**src/rtl/assert_macros.svh**
```systemverilog
// Assertion macros shared by the RTL.
// Define NO_ASSERTIONS to compile every macro to nothing.
`ifndef ASSERT_MACROS_SVH
`define ASSERT_MACROS_SVH

`ifndef NO_ASSERTIONS

// Same-cycle implication, checked outside reset.
`define ASSERT_IMPLIES(label, clk, rst_n, ante, cons) \
    label: assert property (@(posedge clk) disable iff (!rst_n) (ante) |-> (cons)) \
        else $error("assertion failed");

// Next-cycle implication, checked outside reset.
`define ASSERT_NEXT(label, clk, rst_n, ante, cons) \
    label: assert property (@(posedge clk) disable iff (!rst_n) (ante) |=> (cons)) \
        else $error("assertion failed");

`else

`define ASSERT_IMPLIES(label, clk, rst_n, ante, cons)
`define ASSERT_NEXT(label, clk, rst_n, ante, cons)

`endif

`endif

```
**src/rtl/hsv_pkg.sv**
```systemverilog
// Types and constants of the HSV to RGB converter.
// No dependencies.
package hsv_pkg;

    localparam int STAGES = 5;

    localparam logic [11:0] HUE_FULL   = 12'd3600;
    localparam logic [9:0]  HUE_SECTOR = 10'd600;
    localparam logic [7:0]  FULL_SCALE = 8'd255;

    // x channel divisor 600*255 and its reciprocal, floor(2^44 / 153000)
    localparam int          X_SHIFT = 44;
    localparam logic [17:0] X_DIV   = 18'd153000;
    localparam logic [26:0] X_RECIP = 27'((64'd1 << X_SHIFT) / 64'd153000);

    // 257/65536 under-approximates 1/255 by less than one unit
    localparam logic [8:0]  Z_RECIP = 9'd257;

    // 60-degree hue sectors
    typedef enum logic [2:0] {
        SEC_RED_YELLOW,
        SEC_YELLOW_GREEN,
        SEC_GREEN_CYAN,
        SEC_CYAN_BLUE,
        SEC_BLUE_MAGENTA,
        SEC_MAGENTA_RED
    } hsv_sector_t;

    // Pipeline control: per-stage load enables, valid flags and input ready
    typedef struct packed {
        logic [STAGES-1:0] load;
        logic [STAGES-1:0] valid;
        logic              in_ready;
    } hsv_pipe_ctl_t;

endpackage

```
**src/rtl/hsv_in_if.sv**
```systemverilog
// Input channel: valid/ready handshake carrying one HSV color.
// No dependencies.
interface hsv_in_if;
    logic        valid;
    logic        ready;
    logic [11:0] hue_tenths;
    logic [7:0]  saturation;
    logic [7:0]  value_level;

    modport source (output valid, hue_tenths, saturation, value_level, input ready);
    modport sink   (input valid, hue_tenths, saturation, value_level, output ready);
endinterface

```
**src/rtl/hsv_out_if.sv**
```systemverilog
// Output channel: valid/ready handshake carrying one RGB color.
// No dependencies.
interface hsv_out_if;
    logic       valid;
    logic       ready;
    logic [7:0] red;
    logic [7:0] green;
    logic [7:0] blue;

    modport source (output valid, red, green, blue, input ready);
    modport sink   (input valid, red, green, blue, output ready);
endinterface

```
**src/rtl/hsv_pipe_ctl.sv**
```systemverilog
// Valid flags and load enables of the converter pipeline.
// Depends on hsv_pkg.
module hsv_pipe_ctl (
    input  logic                  clk,
    input  logic                  rst_n,
    input  logic                  in_valid,
    input  logic                  out_ready,
    output hsv_pkg::hsv_pipe_ctl_t ctl
);

    logic [hsv_pkg::STAGES-1:0] valid_reg;
    logic [hsv_pkg::STAGES-1:0] valid_next;
    logic [hsv_pkg::STAGES-1:0] load;

    // A stage loads when it is empty or its content moves on this cycle
    always_comb
    begin
        load[hsv_pkg::STAGES-1] = !valid_reg[hsv_pkg::STAGES-1] || out_ready;
        for (int i = hsv_pkg::STAGES - 2; i >= 0; i--)
        begin
            load[i] = !valid_reg[i] || load[i+1];
        end
    end

    always_comb
    begin
        if (load[0])
            valid_next[0] = in_valid;
        else
            valid_next[0] = valid_reg[0];
        for (int i = 1; i < hsv_pkg::STAGES; i++)
        begin
            if (load[i])
                valid_next[i] = valid_reg[i-1];
            else
                valid_next[i] = valid_reg[i];
        end
    end

    always_ff @(posedge clk or negedge rst_n)
    begin
        if (!rst_n)
            valid_reg <= '0;
        else
            valid_reg <= valid_next;
    end

    assign ctl.load     = load;
    assign ctl.valid    = valid_reg;
    assign ctl.in_ready = load[0];

endmodule

```
**src/rtl/hsv_to_rgb_converter_top.sv**
```systemverilog
// HSV to RGB converter, five-stage pipeline, one color per cycle unless stalled.
// Depends on hsv_pkg, hsv_in_if, hsv_out_if, hsv_pipe_ctl, assert_macros.svh.
//
//  channel  | dir | fields                                   | handshake
//  ---------+-----+------------------------------------------+------------
//  hsv_in   | in  | hue_tenths[11:0] saturation[7:0]         | valid/ready
//           |     | value_level[7:0]                         |
//  rgb_out  | out | red[7:0] green[7:0] blue[7:0]            | valid/ready
//
// Each color passes stages 1 to 5 to the output; one enters per cycle
// unless stalled. The five register stages are set by the two chained
// multiplies and the reciprocal divide by 153000 with its correction step.
// Reset clears only the stage valid flags. A stall at the output fills
// empty stages first, then holds each full stage; nothing is dropped.
`include "assert_macros.svh"

module hsv_to_rgb_converter_top (
    input  logic           clk,
    input  logic           rst_n,
    hsv_in_if.sink         hsv_in,
    hsv_out_if.source      rgb_out
);

    hsv_pkg::hsv_pipe_ctl_t ctl;

    hsv_pipe_ctl u_ctl (
        .clk       (clk),
        .rst_n     (rst_n),
        .in_valid  (hsv_in.valid),
        .out_ready (rgb_out.ready),
        .ctl       (ctl)
    );

    assign hsv_in.ready = ctl.in_ready;

    // ---------------- stage 1: hue wrap, sector and ramp position
    logic [11:0]          hue_wrap;
    hsv_pkg::hsv_sector_t sector_c;
    logic [11:0]          sector_base;
    logic [9:0]           offset_c;
    logic [9:0]           ramp_c;

    hsv_pkg::hsv_sector_t s1_sector_reg;
    logic [9:0]           s1_ramp_reg;
    logic [7:0]           s1_sat_reg;
    logic [7:0]           s1_val_reg;

    always_comb
    begin
        hue_wrap = (hsv_in.hue_tenths >= hsv_pkg::HUE_FULL) ?
                   hsv_in.hue_tenths - hsv_pkg::HUE_FULL : hsv_in.hue_tenths;
        priority if (hue_wrap >= 12'd3000)
        begin
            sector_c    = hsv_pkg::SEC_MAGENTA_RED;
            sector_base = 12'd3000;
        end
        else if (hue_wrap >= 12'd2400)
        begin
            sector_c    = hsv_pkg::SEC_BLUE_MAGENTA;
            sector_base = 12'd2400;
        end
        else if (hue_wrap >= 12'd1800)
        begin
            sector_c    = hsv_pkg::SEC_CYAN_BLUE;
            sector_base = 12'd1800;
        end
        else if (hue_wrap >= 12'd1200)
        begin
            sector_c    = hsv_pkg::SEC_GREEN_CYAN;
            sector_base = 12'd1200;
        end
        else if (hue_wrap >= 12'd600)
        begin
            sector_c    = hsv_pkg::SEC_YELLOW_GREEN;
            sector_base = 12'd600;
        end
        else
        begin
            sector_c    = hsv_pkg::SEC_RED_YELLOW;
            sector_base = 12'd0;
        end
        offset_c = 10'(hue_wrap - sector_base);
        // rising ramp in even sectors, falling in odd ones
        ramp_c   = sector_c[0] ? hsv_pkg::HUE_SECTOR - offset_c : offset_c;
    end

    always_ff @(posedge clk)
    begin
        if (ctl.load[0])
        begin
            s1_sector_reg <= sector_c;
            s1_ramp_reg   <= ramp_c;
            s1_sat_reg    <= hsv_in.saturation;
            s1_val_reg    <= hsv_in.value_level;
        end
    end

    // ---------------- stage 2: x weight and zero-channel numerator
    logic [7:0]  inv_sat;
    logic [17:0] weight_c;
    logic [15:0] zero_num_c;

    hsv_pkg::hsv_sector_t s2_sector_reg;
    logic [17:0]          s2_weight_reg;
    logic [15:0]          s2_zero_num_reg;
    logic [7:0]           s2_val_reg;

    always_comb
    begin
        inv_sat    = hsv_pkg::FULL_SCALE - s1_sat_reg;
        weight_c   = 18'(s1_sat_reg) * 18'(s1_ramp_reg)
                   + 18'(hsv_pkg::HUE_SECTOR) * 18'(inv_sat);
        zero_num_c = 16'(s1_val_reg) * 16'(inv_sat);
    end

    always_ff @(posedge clk)
    begin
        if (ctl.load[1])
        begin
            s2_sector_reg   <= s1_sector_reg;
            s2_weight_reg   <= weight_c;
            s2_zero_num_reg <= zero_num_c;
            s2_val_reg      <= s1_val_reg;
        end
    end

    // ---------------- stage 3: x numerator and zero-channel estimate
    logic [25:0] x_num_c;
    logic [24:0] zero_prod_c;

    hsv_pkg::hsv_sector_t s3_sector_reg;
    logic [25:0]          s3_x_num_reg;
    logic [15:0]          s3_zero_num_reg;
    logic [7:0]           s3_zero_est_reg;
    logic [7:0]           s3_val_reg;

    always_comb
    begin
        x_num_c     = 26'(s2_val_reg) * 26'(s2_weight_reg);
        zero_prod_c = 25'(s2_zero_num_reg) * 25'(hsv_pkg::Z_RECIP);
    end

    always_ff @(posedge clk)
    begin
        if (ctl.load[2])
        begin
            s3_sector_reg   <= s2_sector_reg;
            s3_x_num_reg    <= x_num_c;
            s3_zero_num_reg <= s2_zero_num_reg;
            s3_zero_est_reg <= zero_prod_c[23:16];
            s3_val_reg      <= s2_val_reg;
        end
    end

    // ---------------- stage 4: x estimate, zero-channel correction
    logic [52:0] x_prod_c;
    logic [15:0] zero_rem_c;
    logic [7:0]  zero_c;

    hsv_pkg::hsv_sector_t s4_sector_reg;
    logic [25:0]          s4_x_num_reg;
    logic [7:0]           s4_x_est_reg;
    logic [7:0]           s4_zero_reg;
    logic [7:0]           s4_val_reg;

    always_comb
    begin
        x_prod_c   = 53'(s3_x_num_reg) * 53'(hsv_pkg::X_RECIP);
        zero_rem_c = s3_zero_num_reg - 16'(s3_zero_est_reg) * 16'(hsv_pkg::FULL_SCALE);
        // estimate is low by at most one
        zero_c     = (zero_rem_c >= 16'(hsv_pkg::FULL_SCALE)) ?
                     s3_zero_est_reg + 8'd1 : s3_zero_est_reg;
    end

    always_ff @(posedge clk)
    begin
        if (ctl.load[3])
        begin
            s4_sector_reg <= s3_sector_reg;
            s4_x_num_reg  <= s3_x_num_reg;
            s4_x_est_reg  <= x_prod_c[hsv_pkg::X_SHIFT +: 8];
            s4_zero_reg   <= zero_c;
            s4_val_reg    <= s3_val_reg;
        end
    end

    // ---------------- stage 5: x correction and channel routing
    logic [25:0] x_rem_c;
    logic [7:0]  x_c;
    logic [7:0]  red_next;
    logic [7:0]  green_next;
    logic [7:0]  blue_next;

    logic [7:0]  red_reg;
    logic [7:0]  green_reg;
    logic [7:0]  blue_reg;

    always_comb
    begin
        x_rem_c = s4_x_num_reg - 26'(s4_x_est_reg) * 26'(hsv_pkg::X_DIV);
        x_c     = (x_rem_c >= 26'(hsv_pkg::X_DIV)) ? s4_x_est_reg + 8'd1 : s4_x_est_reg;
        unique case (s4_sector_reg)
            hsv_pkg::SEC_RED_YELLOW:
            begin
                red_next = s4_val_reg; green_next = x_c; blue_next = s4_zero_reg;
            end
            hsv_pkg::SEC_YELLOW_GREEN:
            begin
                red_next = x_c; green_next = s4_val_reg; blue_next = s4_zero_reg;
            end
            hsv_pkg::SEC_GREEN_CYAN:
            begin
                red_next = s4_zero_reg; green_next = s4_val_reg; blue_next = x_c;
            end
            hsv_pkg::SEC_CYAN_BLUE:
            begin
                red_next = s4_zero_reg; green_next = x_c; blue_next = s4_val_reg;
            end
            hsv_pkg::SEC_BLUE_MAGENTA:
            begin
                red_next = x_c; green_next = s4_zero_reg; blue_next = s4_val_reg;
            end
            default:
            begin
                red_next = s4_val_reg; green_next = s4_zero_reg; blue_next = x_c;
            end
        endcase
    end

    always_ff @(posedge clk)
    begin
        if (ctl.load[4])
        begin
            red_reg   <= red_next;
            green_reg <= green_next;
            blue_reg  <= blue_next;
        end
    end

    assign rgb_out.valid = ctl.valid[4];
    assign rgb_out.red   = red_reg;
    assign rgb_out.green = green_reg;
    assign rgb_out.blue  = blue_reg;

    // ---------------- checks
    `ASSERT_IMPLIES(a_zero_le_value, clk, rst_n, ctl.valid[3], s4_zero_reg <= s4_val_reg)
    `ASSERT_IMPLIES(a_x_est_le_value, clk, rst_n, ctl.valid[3], s4_x_est_reg <= s4_val_reg)
    `ASSERT_IMPLIES(a_ramp_range, clk, rst_n, ctl.valid[0], s1_ramp_reg <= hsv_pkg::HUE_SECTOR)
    `ASSERT_IMPLIES(a_ready_when_drained, clk, rst_n, !ctl.valid[4], hsv_in.ready)

endmodule

```
**src/flat_wrapper.sv**
```systemverilog
// flat-port wrapper written by rule: the top's interface ports become plain ports
module hsv_to_rgb_converter_top_flat 
  (clk, rst_n, hsv_in_valid, hsv_in_hue_tenths, hsv_in_saturation, hsv_in_value_level, hsv_in_ready, rgb_out_valid, rgb_out_red, rgb_out_green, rgb_out_blue, rgb_out_ready);
  hsv_in_if hsv_in_i ();
  hsv_out_if rgb_out_i ();
  input  logic clk;
  input  logic rst_n;
  input wire logic [$bits(hsv_in_i.valid)-1:0] hsv_in_valid;
  input wire logic [$bits(hsv_in_i.hue_tenths)-1:0] hsv_in_hue_tenths;
  input wire logic [$bits(hsv_in_i.saturation)-1:0] hsv_in_saturation;
  input wire logic [$bits(hsv_in_i.value_level)-1:0] hsv_in_value_level;
  output wire logic [$bits(hsv_in_i.ready)-1:0] hsv_in_ready;
  output wire logic [$bits(rgb_out_i.valid)-1:0] rgb_out_valid;
  output wire logic [$bits(rgb_out_i.red)-1:0] rgb_out_red;
  output wire logic [$bits(rgb_out_i.green)-1:0] rgb_out_green;
  output wire logic [$bits(rgb_out_i.blue)-1:0] rgb_out_blue;
  input wire logic [$bits(rgb_out_i.ready)-1:0] rgb_out_ready;
  assign hsv_in_i.valid = hsv_in_valid;
  assign hsv_in_i.hue_tenths = hsv_in_hue_tenths;
  assign hsv_in_i.saturation = hsv_in_saturation;
  assign hsv_in_i.value_level = hsv_in_value_level;
  assign hsv_in_ready = hsv_in_i.ready;
  assign rgb_out_valid = rgb_out_i.valid;
  assign rgb_out_red = rgb_out_i.red;
  assign rgb_out_green = rgb_out_i.green;
  assign rgb_out_blue = rgb_out_i.blue;
  assign rgb_out_i.ready = rgb_out_ready;
  hsv_to_rgb_converter_top u_core (.clk(clk), .rst_n(rst_n), .hsv_in(hsv_in_i), .rgb_out(rgb_out_i));
endmodule
```
**config.mk**
```make
export PLATFORM = sky130hd
export DESIGN_NAME = hsv_to_rgb_converter_top_flat
export DESIGN_NICKNAME = d
export VERILOG_FILES = /design/src/rtl/hsv_pkg.sv /design/src/rtl/hsv_in_if.sv /design/src/rtl/hsv_out_if.sv /design/src/rtl/hsv_pipe_ctl.sv /design/src/rtl/hsv_to_rgb_converter_top.sv /design/src/flat_wrapper.sv
export VERILOG_INCLUDE_DIRS = /design/src /design/src/rtl
export SDC_FILE = /design/constraint.sdc
export NUM_CORES = 2
export LEC_CHECK = 0
export ABC_AREA = 1
export BUFFER_PORTS_ARGS = -buffer_cell sky130_fd_sc_hd__buf_2
export CAP_MARGIN = 10
export CORE_ASPECT_RATIO = 1.5
export CORE_MARGIN = 2
export CORE_UTILIZATION = 50
export DETAILED_ROUTE_END_ITERATION = 8
export GPL_TIMING_DRIVEN = 0
export PLACE_DENSITY = 0.66
export SLEW_MARGIN = 20
export SYNTH_ARGS = -nofsm -noshare
export SYNTH_HDL_FRONTEND = slang
export SYNTH_SLANG_ARGS = --single-unit
```
**constraint.sdc**
```tcl
create_clock -name clk -period 8.3 [get_ports clk]
set_input_delay 1.245 -clock clk [delete_from_list [all_inputs] [get_ports clk]]
set_output_delay 1.245 -clock clk [all_outputs]
set_load 0.02 [all_outputs]
```
==> run summary <==
The remaining design rule violation count came out at 0. For this run, the share of the core covered by cells in the final layout is 0.5381. The final weighted congestion in routability-driven placement is 0.9669. For this run, the leading register cell type out of synthesis is sky130_fd_sc_hd__edfxtp_1.

After detailed routing, the average wire length per cell comes to 17.65 um. 58 I/O pins were placed. The run finished with clean final reports. Derived from the worst setup path, the maximum achievable clock frequency is 141.9 MHz. The pre-CTS setup slack came out at 1282 ps. STA classifies the critical path startpoint as a flop. The die boundary width is 227.1 um.

The register with the most flip-flops in the layout has 26 of them. The cell area after synthesis is 0.03732 mm^2. After synthesis the netlist holds a flip-flop and latch count of 214. The clock arrives with 16.06 ps of skew. The number of cells upsized or downsized after cts came out at 0. The first-pass GRT wire length is 149800 um. The number of rows created at floorplan is 122.

The time the final worst path needs with I/O delays and setup came out at 7050 ps. The core footprint is 0.07388 mm^2. At the pin with the least slew margin, the transition time is 995.0 ps. The critical path startpoint is u_core.s1_sat_reg[3].

The total routing resource utilization after global routing came out at 0.2531. The post-CTS clock slew at the launch and capture registers of the worst setup and hold paths came out at 60 ps. The sequential share of the synthesized area is 0.1715. The die height came out at 338.6 um.

A synthesized cell averages 8.940 um^2. The detailed-routing iteration count for the pre-antenna-repair pass is 5. TritonCTS built the clock tree.

The count of filler cells inserted in the layout is 6890. At the end of the flow, the number of nets in the layout was 5411. STA classifies the critical path endpoint as a flop. The number of buffers added to fix hold violations after cts came out at 0.

The distinct cell type count of the synthesized netlist is 56. The insertion delay of the later-clocked pin in the worst-skew pair is 540 ps. The worst register-to-register path begins at u_core.s1_sat_reg[3]. Setup repair after global routing left no endpoint under its margin.

The largest driver fanout on the critical path came out at 7. The setup slack on the worst flop-to-flop path came out at 1250 ps. For the worst setup path, the data required time is 8590 ps. The peak per-stage delay on the critical path is 540 ps.

The tree built by TritonCTS fans out to 214 sinks. In the finished design, the share of the clock period the worst path needs comes to 0.8494. The most critical setup path has its endpoint at u_core.s2_weight_reg[17]. The leftover overflow at the end of global routing is 0. The maximum root-to-sink buffer count is 3. The share of async-settable or async-resettable flops after synthesis came out at 0.02336. The number of setup violations in the final report came out at 0. Data on the critical path arrives at its endpoint at 7340 ps. The synthesis-to-layout area growth came out at 6.532%. The number of buffers inserted during clock tree synthesis is 24.

The number of buffers inserted by post-CTS setup repair is 0. The depth of the worst register-to-register path came out at 30. The final number of max-transition violations was 0.

The violation count after the first detailed-route iteration came out at 1242. The hold violation count in the final report came to 0. CTS placed an instance of sky130_fd_sc_hd__clkbuf_16 at the clock tree root. The half-perimeter wire length after detailed placement came out at 81650 um.

The instance area after placement came out at 0.03891 mm^2. The library cell used most frequently in the layout, excluding fill and tap cells, is sky130_fd_sc_hd__inv_1. The top cell types in the final layout, fill and taps aside, are sky130_fd_sc_hd__inv_1 (1119), sky130_fd_sc_hd__nand2_1 (749), sky130_fd_sc_hd__fa_1 (584). The total of warnings raised by yosys came out at 0. CTS built an H-tree with a depth of 1. The critical path in this run is classified as reg2reg. The number of synthesized flops with an enable pin came out at 209. The number of violations of the max-capacitance limit is 0.

The endpoint identified for the worst register-to-register timing path is u_core.s2_weight_reg[17]. The final non-filler cell area came out at 0.03975 mm^2. The number of nets with antenna violations after detailed routing is 0. Summed over all failing endpoints, the final setup total negative slack is 0 ps. The via count came out at 26920. The total inserted antenna cells is 0. The synthesized instance count came out at 4174. The min-delay analysis places its worst path in the category reg2reg. The die covers 0.07688 mm^2. The number of cells on the worst hold path came out at 0. The final worst slack came out at 1250 ps. In this run the tightest slew margin relative to its limit is 0.3359. The effective utilization at floorplan is 0.5051. Entering global routing, the biggest net connects 59 pins. Of the cells placed in the final design, the portion with a size suffix greater than 1 is 0.03576. Summed over all layers, the routed wires come to 93020 um. The master of the slowest instance on the critical path is sky130_fd_sc_hd__fa_1. The number of global-route vias before repair is 28950.

The net count after synthesis is 5325. Using the TritonRoute via totals, the vias-per-cell ratio works out to 5.108. The initial antenna violation count is 1. The number of input and output port buffers inserted is 57.
[synth_stat cells (all sizes together), types with 4 or more instances]
master	n	area, um^2
inv	1133	4253
nand2	761	2894
fa	584	11690
ha	535	6694
edfxtp	209	6276
nor2	207	807.0
a21oi	164	824.5
nand3	112	600.6
o21ai	96	525.5
xor2	91	797.0
clkbuf	47	177.7
xnor2	41	359.1
nand4	37	231.5
a21o	22	165.2
a31oi	20	131.4
nor3	17	85.08
buf	12	61.31
nand3b	10	87.58
nor4	9	56.30
a211oi	8	60.06
a22oi	8	60.06
o211ai	7	52.55
o21bai	6	56.31
dfrtp	5	125.1
o21a	5	37.54
or2	4	25.03
[worst min path at each step]
stage | startpoint | endpoint | slack [ps]
2_1_floorplan | u_core.s1_sector_reg[0] | u_core.s2_sector_reg[0] | 400
5_1_grt | u_core.s3_val_reg[4] | u_core.s4_val_reg[4] | 420
4_1_cts | u_core.s2_sector_reg[0] | u_core.s3_sector_reg[0] | 410
3_5_place_dp | u_core.s2_sector_reg[0] | u_core.s3_sector_reg[0] | 400
3_3_place_gp | u_core.s3_val_reg[1] | u_core.s4_val_reg[1] | 400
6_report | u_core.s2_sector_reg[0] | u_core.s3_sector_reg[0] | 410
[critical path: cells and delay by family (launching register included)]
kind / cells / cell delay (ps)
buf+inv: 7 / 930
simple gates: 4 / 330
compound gates: 7 / 1120
fa+ha+maj: 10 / 3870
flops: 1 / 320
xor+xnor: 2 / 240
[layer usage]
metal | vias up | track usage | wire length [um]
met4 | 0 | 0.1827 | 8281
met2 | 629 | 0.4780 | 49750
li1 | 12970 | - | -
met3 | 291 | 0.02444 | 3241
met1 | 13030 | 0.2540 | 31760
met5 | - | 0 | 0
[cell type report]
cell class | count | area [um^2] | share of cell area
repair buffers | 60 | 352.8 | 0.008876
clock inverters | 10 | 170.2 | 0.004280
plain buffers | 59 | 239.0 | 0.006012
multi-input cells | 2767 | 26420 | 0.6646
flip-flops and latches | 214 | 6401 | 0.1610
inverters | 1134 | 4259 | 0.1071
well taps | 992 | 1241 | 0.03122
clock buffers | 34 | 668.1 | 0.01681
[per-stage QoR]
step / cells / hold WS [ps]
CTS: 5270 / 413.4
finish: 5270 / 411.6
floorplan: 4174 / 400.3
detailed placement: 5226 / 404.5
global placement: 5223 / 403.5
global route: 5270 / 424.9
[cell families (layout without fill, tap and decap cells)]
family                   Yosys count  after routing  share of synthesized area
AO/OA/AOI/OAI                    351            351                    0.05455
XOR/XNOR                         132            132                    0.03098
AND/OR/NAND/NOR                 1165           1165                     0.1298
flip-flops                       214            214                     0.1715
buffers and inverters           1193           1297                     0.1205
adder cells (fa/ha/maj)         1119           1119                     0.4927
Power is not shown: default switching activity piles up to over one toggle a cycle in this logic, so the estimate is an artifact.
